==> src/hdl/triggered_block_sender_stop_and_wait_assert.svh <==
// Assertion macros shared by the triggered block sender modules.
`ifndef TRIGGERED_BLOCK_SENDER_STOP_AND_WAIT_ASSERT_SVH
`define TRIGGERED_BLOCK_SENDER_STOP_AND_WAIT_ASSERT_SVH
`ifndef ASSERT_OFF
// Implication checked at every clock edge outside reset.
`define TBSS_ASSERT(lbl, prop, msg) \
	lbl: assert property (@(posedge clk) disable iff (!arst_n) prop) else $error(msg);
// Condition that must never hold outside reset.
`define TBSS_NEVER(lbl, cond, msg) \
	lbl: assert property (@(posedge clk) disable iff (!arst_n) !(cond)) else $error(msg);
`else
`define TBSS_ASSERT(lbl, prop, msg)
`define TBSS_NEVER(lbl, cond, msg)
`endif
`endif

==> src/hdl/tbss_pkg.sv <==
// Types, constants and the CRC step function of the triggered block sender.
package tbss_pkg;

	localparam int unsigned IdW = 29;
	localparam int unsigned IdxW = 4;
	localparam int unsigned ByteW = 8;
	localparam int unsigned PayW = 40;
	localparam int unsigned CrcW = 16;
	localparam int unsigned CfgIdxW = 3;
	localparam int unsigned CfgDataW = 29;

	localparam logic [CrcW-1:0] CrcInit = 16'hFFFF;
	localparam logic [CrcW-1:0] CrcPoly = 16'hA001;

	localparam logic [IdW-1:0] TriggerIdRst = 29'h01200333;
	localparam logic [IdW-1:0] StartIdRst = 29'h01210333;
	localparam logic [IdW-1:0] AckBaseIdRst = 29'h01290333;
	localparam logic [IdxW-1:0] FrameCountRst = 4'd12;
	localparam logic [ByteW-1:0] DataBaseRst = 8'h10;

	// Configuration register indexes.
	typedef enum logic [CfgIdxW-1:0] {
		CFG_TRIG_ID = 3'd0,
		CFG_TX_BASE_ID = 3'd1,
		CFG_ACK_BASE = 3'd2,
		CFG_NUM_FRAMES = 3'd3,
		CFG_DATA_BASE = 3'd4
	} cfg_idx_t;

	// Configuration register contents.
	typedef struct packed {
		logic [IdW-1:0] trig_id;
		logic [IdW-1:0] tx_base_id;
		logic [IdW-1:0] ack_base;
		logic [IdxW-1:0] num_frames;
		logic [ByteW-1:0] data_base;
	} cfg_t;

	// Frame request from the control stage to the result stage.
	typedef struct packed {
		logic valid;
		logic [IdxW-1:0] k;
		logic last;
	} emit_t;

	// Times five of a frame index, used for identifiers and pattern bytes.
	function automatic logic [6:0] times5(input logic [IdxW-1:0] k);
		return {3'b000, k} + {1'b0, k, 2'b00};
	endfunction

	// One byte of Modbus CRC-16, reflected polynomial, LSB first.
	function automatic logic [CrcW-1:0] crc_byte(input logic [CrcW-1:0] crc,
			input logic [ByteW-1:0] data);
		logic [CrcW-1:0] c;
		c = crc ^ {8'h00, data};
		for (int b = 0; b < 8; b++) begin
			if (c[0]) begin
				c = (c >> 1) ^ CrcPoly;
			end else begin
				c = c >> 1;
			end
		end
		return c;
	endfunction

endpackage

==> src/hdl/triggered_block_sender_stop_and_wait.sv <==
// Top level of the triggered block sender with stop-and-wait acks.
//
//   Channel  Direction  Handshake           Payload
//   rx       in         in_valid/in_stall   rx_id, rx_extended
//   tx       out        out_valid/out_stall tx_id, frame_number, payload,
//                                           check_value, is_last
//   cfg      in         cfg_we              cfg_index, cfg_data
//
// One received frame is accepted per cycle while the input is not stalled. A data
// frame passes through the input register, then the decision, pattern and
// six-byte CRC settle into the result register.
// Reset clears the transfer state and both valid flags; no clearing pass.
// A stalled output holds the result register, and the input stalls only while
// an item sits in the input register and the result register is full and stalled.
module triggered_block_sender_stop_and_wait #(
	parameter int unsigned MAX_FRAMES = 12
) (
	input  logic clk,
	input  logic arst_n,
	input  logic in_valid,
	output logic in_stall,
	input  logic [tbss_pkg::IdW-1:0] rx_id,
	input  logic rx_extended,
	output logic out_valid,
	input  logic out_stall,
	output logic [tbss_pkg::IdW-1:0] tx_id,
	output logic [tbss_pkg::IdxW-1:0] frame_number,
	output logic [tbss_pkg::PayW-1:0] payload,
	output logic [tbss_pkg::CrcW-1:0] check_value,
	output logic is_last,
	input  logic cfg_we,
	input  logic [tbss_pkg::CfgIdxW-1:0] cfg_index,
	input  logic [tbss_pkg::CfgDataW-1:0] cfg_data
);
	import tbss_pkg::*;

	cfg_t cfg_q;
	emit_t emit;
	logic advance;

	// Configuration registers.
	always_ff @(posedge clk or negedge arst_n) begin
		if (!arst_n) begin
			cfg_q.trig_id <= TriggerIdRst;
			cfg_q.tx_base_id <= StartIdRst;
			cfg_q.ack_base <= AckBaseIdRst;
			cfg_q.num_frames <= FrameCountRst;
			cfg_q.data_base <= DataBaseRst;
		end else if (cfg_we) begin
			unique case (cfg_idx_t'(cfg_index))
				CFG_TRIG_ID: cfg_q.trig_id <= cfg_data[IdW-1:0];
				CFG_TX_BASE_ID: cfg_q.tx_base_id <= cfg_data[IdW-1:0];
				CFG_ACK_BASE: cfg_q.ack_base <= cfg_data[IdW-1:0];
				CFG_NUM_FRAMES: cfg_q.num_frames <= cfg_data[IdxW-1:0];
				CFG_DATA_BASE: cfg_q.data_base <= cfg_data[ByteW-1:0];
				default: begin
				end
			endcase
		end
	end

	tbss_ctrl #(
		.MAX_FRAMES(MAX_FRAMES)
	) u_ctrl (
		.clk(clk),
		.arst_n(arst_n),
		.in_valid(in_valid),
		.in_stall(in_stall),
		.rx_id(rx_id),
		.rx_extended(rx_extended),
		.cfg(cfg_q),
		.advance(advance),
		.emit(emit)
	);

	tbss_out u_out (
		.clk(clk),
		.arst_n(arst_n),
		.emit(emit),
		.cfg(cfg_q),
		.advance(advance),
		.out_valid(out_valid),
		.out_stall(out_stall),
		.tx_id(tx_id),
		.frame_number(frame_number),
		.payload(payload),
		.check_value(check_value),
		.is_last(is_last)
	);

endmodule

==> src/hdl/tbss_ctrl.sv <==
// Input register, transfer state and the trigger/ack decision.
module tbss_ctrl #(
	parameter int unsigned MAX_FRAMES = 12
) (
	input  logic clk,
	input  logic arst_n,
	input  logic in_valid,
	output logic in_stall,
	input  logic [tbss_pkg::IdW-1:0] rx_id,
	input  logic rx_extended,
	input  tbss_pkg::cfg_t cfg,
	input  logic advance,
	output tbss_pkg::emit_t emit
);
	import tbss_pkg::*;
	`include "triggered_block_sender_stop_and_wait_assert.svh"

	localparam logic [IdxW-1:0] MaxFrames = IdxW'(MAX_FRAMES);

	logic valid_s1;
	logic [IdW-1:0] id_s1;
	logic ext_s1;
	logic waiting_q;
	logic [IdxW-1:0] index_q;

	logic [IdxW-1:0] eff_count;
	logic [IdW-1:0] ack_id;
	logic [IdxW:0] index_inc;
	logic [IdxW:0] next_inc;
	logic take;
	logic hit_trigger;
	logic hit_ack;

	// Input stage holds while the result register cannot take a new frame.
	assign in_stall = valid_s1 && !advance;

	always_ff @(posedge clk or negedge arst_n) begin
		if (!arst_n) begin
			valid_s1 <= 1'b0;
		end else if (in_valid && !in_stall) begin
			valid_s1 <= 1'b1;
		end else if (advance) begin
			valid_s1 <= 1'b0;
		end
	end

	always_ff @(posedge clk) begin
		if (in_valid && !in_stall) begin
			id_s1 <= rx_id;
			ext_s1 <= rx_extended;
		end
	end

	// Effective frame count, clamped to the supported range.
	always_comb begin
		if (cfg.num_frames == '0) begin
			eff_count = IdxW'(1);
		end else if (cfg.num_frames > MaxFrames) begin
			eff_count = MaxFrames;
		end else begin
			eff_count = cfg.num_frames;
		end
	end

	// Match the stored item against the trigger or the expected ack.
	assign ack_id = cfg.ack_base + IdW'(times5(index_q));
	assign index_inc = {1'b0, index_q} + (IdxW+1)'(1);
	assign take = valid_s1 && advance && ext_s1;
	assign hit_trigger = take && !waiting_q && (id_s1 == cfg.trig_id);
	assign hit_ack = take && waiting_q && (id_s1 == ack_id);

	always_comb begin
		emit.valid = 1'b0;
		emit.k = '0;
		if (hit_trigger) begin
			emit.valid = 1'b1;
		end else if (hit_ack && (index_inc < {1'b0, eff_count})) begin
			emit.valid = 1'b1;
			emit.k = index_inc[IdxW-1:0];
		end
		next_inc = {1'b0, emit.k} + (IdxW+1)'(1);
		emit.last = (next_inc >= {1'b0, eff_count});
	end

	// Transfer state: waiting for an ack and the index of the pending frame.
	always_ff @(posedge clk or negedge arst_n) begin
		if (!arst_n) begin
			waiting_q <= 1'b0;
			index_q <= '0;
		end else if (hit_trigger) begin
			waiting_q <= 1'b1;
			index_q <= '0;
		end else if (hit_ack) begin
			if (index_inc < {1'b0, eff_count}) begin
				index_q <= index_inc[IdxW-1:0];
			end else begin
				waiting_q <= 1'b0;
				index_q <= '0;
			end
		end
	end

	`TBSS_ASSERT(a_emit_needs_item, emit.valid |-> (valid_s1 && advance), "emit without item")
	`TBSS_NEVER(a_idle_index_zero, !waiting_q && index_q != '0, "index set while idle")
	`TBSS_ASSERT(a_ack_next_frame, (emit.valid && waiting_q) |-> (emit.k == index_inc[IdxW-1:0]),
		"ack did not request the next frame")

endmodule

==> src/hdl/tbss_out.sv <==
// Frame field generation, CRC and the result register.
module tbss_out (
	input  logic clk,
	input  logic arst_n,
	input  tbss_pkg::emit_t emit,
	input  tbss_pkg::cfg_t cfg,
	output logic advance,
	output logic out_valid,
	input  logic out_stall,
	output logic [tbss_pkg::IdW-1:0] tx_id,
	output logic [tbss_pkg::IdxW-1:0] frame_number,
	output logic [tbss_pkg::PayW-1:0] payload,
	output logic [tbss_pkg::CrcW-1:0] check_value,
	output logic is_last
);
	import tbss_pkg::*;
	`include "triggered_block_sender_stop_and_wait_assert.svh"

	logic out_valid_q;
	logic [IdW-1:0] tx_id_q;
	logic [IdxW-1:0] frame_number_q;
	logic [PayW-1:0] payload_q;
	logic [CrcW-1:0] check_value_q;
	logic is_last_q;

	logic [6:0] k5;
	logic [ByteW-1:0] pat0;
	logic [ByteW-1:0] pat [5];
	logic [IdxW-1:0] number;
	logic [PayW-1:0] pay;
	logic [CrcW-1:0] crc;

	// The result register takes a new frame when empty or being drained.
	assign advance = !out_valid_q || !out_stall;

	// Identifier, frame number, pattern bytes and CRC of the requested frame.
	assign k5 = times5(emit.k);
	assign pat0 = cfg.data_base + {1'b0, k5};
	assign number = emit.k + IdxW'(1);

	always_comb begin
		crc = crc_byte(CrcInit, {4'h0, number});
		for (int j = 0; j < 5; j++) begin
			pat[j] = pat0 + ByteW'(j);
			crc = crc_byte(crc, pat[j]);
		end
		pay = {pat[0], pat[1], pat[2], pat[3], pat[4]};
	end

	always_ff @(posedge clk or negedge arst_n) begin
		if (!arst_n) begin
			out_valid_q <= 1'b0;
		end else if (advance) begin
			out_valid_q <= emit.valid;
		end
	end

	always_ff @(posedge clk) begin
		if (advance && emit.valid) begin
			tx_id_q <= cfg.tx_base_id + IdW'(k5);
			frame_number_q <= number;
			payload_q <= pay;
			check_value_q <= crc;
			is_last_q <= emit.last;
		end
	end

	assign out_valid = out_valid_q;
	assign tx_id = tx_id_q;
	assign frame_number = frame_number_q;
	assign payload = payload_q;
	assign check_value = check_value_q;
	assign is_last = is_last_q;

	`TBSS_NEVER(a_emit_blocked, emit.valid && !advance, "frame requested while output is full")
	`TBSS_ASSERT(a_load_number, (emit.valid && advance) |=>
		(out_valid_q && frame_number_q == $past(number)), "frame not loaded")
	`TBSS_NEVER(a_number_nonzero, out_valid_q && frame_number_q == '0, "frame number zero")

endmodule
==> config.mk <==
export PLATFORM = sky130hd
export DESIGN_NAME = triggered_block_sender_stop_and_wait
export DESIGN_NICKNAME = d
export VERILOG_FILES = /design/src/hdl/tbss_pkg.sv /design/src/hdl/triggered_block_sender_stop_and_wait.sv /design/src/hdl/tbss_ctrl.sv /design/src/hdl/tbss_out.sv
export VERILOG_INCLUDE_DIRS = /design/src /design/src/hdl
export SDC_FILE = /design/constraint.sdc
export NUM_CORES = 1
export LEC_CHECK = 0
export BUFFER_PORTS_ARGS = -buffer_cell sky130_fd_sc_hd__buf_4
export CORE_UTILIZATION = 63
export DETAILED_ROUTE_END_ITERATION = 8
export PLACE_DENSITY = 0.86
export SYNTH_ARGS = -nofsm -noshare
export SYNTH_HDL_FRONTEND = slang
export SYNTH_SLANG_ARGS = --single-unit
==> constraint.sdc <==
create_clock -name clk -period 13.6 [get_ports clk]
set_input_delay 0.68 -clock clk [delete_from_list [all_inputs] [get_ports clk]]
set_output_delay 0.68 -clock clk [all_outputs]
set_load 0.005 [all_outputs]
==> results summary <==
The number of antenna violations at the first check in global routing came out at 0. The fraction of the yosys area taken by sequential cells came out at between 50% and 60%. The async set or reset register ratio after synthesis came out at 47.7%. STA classifies the critical path endpoint as a flip-flop. Summing all flip-flop and latch instances after layout gives between 6000 and 7000 um2. The post-synthesis cell area came out at between 10,000 and 15,000 um2. The die covers 19,800 um2. The buffering stage count on the worst path with inverters included came out at 2. The total half-perimeter wirelength after legalization and detailed placement is about 21,000 um. TritonCTS built the clock tree. Of the total power, the share spent switching nets is 30.1%.

The number of distinct library cells after synthesis came out at 82. The mean area per synthesized cell is roughly 13 um2. The number of enable-type register cells in the synthesized netlist is roughly 120.

The average vias per placed instance is 5.97. The power after layout is approximately 2400 uW. The footprint of the multi-input gates is 5680 um2. The number of buffers inserted by hold repair at cts is 0. The global-route wire length before repair is 45,000 um. The register-to-register path setup slack came out at a little under 4 ns.

Counting cells, the worst reg-to-reg path comes to 31. The routed wire length came out at between 20,000 and 30,000 um. The final count of pins violating max slew came out at 0. The capture instance of the worst register-to-register path is u_out.check_value[0]. The clock latency of the later-clocked register in the worst-skew pair is roughly 0.54 ns.

Once the floorplan was initialized, standard cells occupied 64.6% of the core. The start-to-end type of the worst setup path is reg -> reg. The worst voltage drop across the vdd grid came out at roughly 130 uV. Global routing finished with a remaining overflow of 0.

The core outline area came out at roughly 19,000 um2. The share of the clock period used by the worst path is between 70% and 80%. The maximum number of pins on one net before global-route repair came out at 70.

The static leakage came out at 0.00588 uW. The post-CTS clock slew at the launch and capture registers of the worst setup and hold paths came out at ~0.070 ns. The count of filler cells inserted in the layout came out at ~1,200. The post-route worst setup slack is ~3.9 ns. The design internal power is around 1700 uW.

The number of levels in the clock H-tree came out at 1. Gates resized during post-CTS repair numbered 0. From bottom edge to top edge, the die measures between 100 and 150 um. The biggest area contributor in the post-synthesis netlist is edfxtp_1. The post-detailed-route DRC marker count is 0. The largest driver fanout on the critical path is 11. The congestion estimate from routability-driven global placement came to a little over 0.9.

The synthesized design contains 222 register bits. The setup TNS after final layout came out at 0 ns. The number of buffers added by the clock tree synthesis step is 24. The final number of setup-violating endpoints came out at 0.

The slowest stage of the critical path is the fa_1 cell. The share of final-layout standard cells stronger than drive strength 1 came out at about a third. In this run the post-CTS setup repair buffer count came out at 0.

The overall track demand over capacity in global routing came out at between 20% and 30%. The part of the power in combinational logic came out at 34.8%. The max-cap violation count is 0. The number of instances in the synthesized netlist came out at 960.

On the critical path the largest part of the delay comes from XOR/XNOR gates. The clock group share of total power is a little over a quarter. In this design, the stage delay of the slowest critical-path cell is about 0.60 ns.

The flip-flop cell with the highest count after synthesis is edfxtp_1. Setup repair after global routing left no endpoint under its margin. The via count came out at just over 8,000. The net count of the finished layout is approximately 1,200. The initial DRC count is 592. The flow ran to the end, and the final reports show no timing, DRC or antenna violations. The upper clock frequency limit came out at 103 MHz.

By area the synthesized netlist is led by edfxtp_1, dfrtp_1, mux2_2. The row count is 50. The switching power of the nets came out at 736 uW. After detailed routing, the average wire length per cell comes to between 20 and 25 um. The kind of launch point of the worst setup path is a flip-flop. The net count after synthesis is 1,073. STA puts the critical path data arrival time at about 9.9 ns. The pin slew with the least headroom to its limit is between 1 and 1.5 ns. Sequential cells account for around two fifths of the total power. Counting every sink on the clock net gives approximately 220.

Before antenna repair, the detailed router went through 5 iterations. The hold violation count in the final report came out at 0. The I/O pin count is 159. The relative area change from synthesis to final layout came out at 18.1%.

The yosys synthesis warning count came out at 0. The final critical delay including setup and external delays is approximately 9.7 ns. The post-place instance area came out at 13,500 um2. The data required time at the worst endpoint is approximately 14 ns.

The top-area cell type share of the netlist area came out at approximately 29%. The worst clock skew is around 0.044 ns. The areal power density over the cells came out at 171 nW/um2. The remaining max-slew budget at the tightest pin is 22.6%. The via count of the first global-routing pass came to roughly 8,300. The die is 141 um wide. The deepest clock path buffer count came out at 3. The tightest min-delay check is of the in -> async type. The tree is rooted in a clkbuf_16. The worst register-to-register path begins at u_ctrl.index_q[0].

The most numerous cell on the critical path is xnor2_1. The port buffer count came out at approximately 160. The worst setup timing slack at the placement stage is 4.08 ns. The number of antenna diodes came out at 0. The final design instance area without fill came out at ~14,000 um2. The remaining number of nets flagged by the antenna check after routing is 0.
==> worst max-delay path by stage <==
stage / cells past startpoint / startpoint / slack (ns) / endpoint
floorplan: 34 / u_ctrl.index_q[2] / 5.00 / u_out.check_value[0]
global placement: 31 / u_ctrl.index_q[0] / 4.37 / u_out.check_value[0]
detailed placement: 31 / u_ctrl.index_q[0] / 4.08 / u_out.check_value[0]
CTS: 31 / u_ctrl.index_q[0] / 4.00 / u_out.check_value[0]
global route: 32 / u_ctrl.index_q[0] / 3.40 / u_out.check_value[0]
finish: 31 / u_ctrl.index_q[0] / 3.92 / u_out.check_value[0]
==> synth_stat cells, types with 6 or more instances <==
cell type	instances
xnor3_1	6
inv_1	32
nand2_1	60
dfstp_2	30
nand3_1	26
dfrtp_1	76
xnor2_1	114
o21ai_0	23
nor2_1	36
nor2b_1	7
nor3_1	8
mux2_2	97
and3_1	7
nor4_1	11
ha_1	42
xor2_1	83
nand4_1	17
clkbuf_1	16
a21oi_1	21
a21o_1	8
edfxtp_1	116
nand2b_1	7
==> area by class of cell <==
cell class                 instances  share of cell area, %
clock buffer                      30                   4.35
clock inverter                    14                   1.27
inverter                          32                  0.839
multi-input combinational        674                   39.7
sequential                       222                   43.1
tap                              234                   2.05
timing repair buffer             166                   8.71
==> layout by cell type (no fill, tap or decap), types with 4 or more instances in the layout <==
cell and n:
buf_4 166, nor2_1 34, ha_1 42, mux2i_1 4
nand2b_1 7, clkbuf_1 6, a21oi_1 21, xnor2_1 114
dfstp_2 30, nand2_1 59, a211o_1 4, o21ai_0 23
nor4_1 11, and3_1 7, inv_1 32, and4_1 5
mux2_2 97, nor2b_1 7, xnor3_1 6, or2_2 5
xor2_1 83, fa_1 4, nor3_1 7, edfxtp_1 116
a21o_1 8, clkinv_2 6, nand4_1 17, dfrtp_1 76
clkbuf_16 24, nand3_1 26, a211oi_1 4
==> power groups by stage <==
stage	Sequential (uW)	Combinational (uW)	Clock, uW
2_1_floorplan	922	691	0
3_3_place_gp	943	810	0
3_5_place_dp	947	841	0
4_1_cts	936	849	666
5_1_grt	947	919	693
6_report	937	852	658
==> routing by layer <==
metal | wire length, um | vias to the layer above | GRT usage (%)
met2 | 13500 | 309 | 48.1
met5 | 0 | - | 0
met1 | 12100 | 4084 | 40.8
met4 | 639 | 0 | 8.47
met3 | 2260 | 54 | 6.52
li1 | - | 3748 | -
==> metrics by stage <==
step                      instances  util [%]  hold WS (ns)
after floorplan                 960         -         0.384
after global placement         1328      72.0         0.499
after detailed placement       1328      72.0         0.504
after CTS                      1372      76.3         0.141
after global routing           1372      76.3         0.174
final                          1372      76.3         0.128
==> registers in the layout, summed over array words and instances, names as in the netlist <==
name                flops
cfg_q                  99
u_out.payload          36
u_ctrl.id_s1           29
u_out.tx_id            29
u_out.check_value      16
u_ctrl.index_q          4
u_out.frame_number      4
u_ctrl.ext_s1           1
u_ctrl.valid_s1         1
u_ctrl.waiting_q        1
u_out.is_last           1
u_out.out_valid         1
==> kinds of logic (layout without fill, tap and decap cells) <==
logic type	count (synthesis)	in the layout	share of synthesized area (%)
flops	222	222	50.9
simple gates	216	216	9.43
xor+xnor	212	212	17.1
mux	101	101	9.34
compound gates	99	99	5.77
buf+inv	64	242	2.40
fa+ha+maj	46	46	5.00
Power figures use the tool's default switching activity.
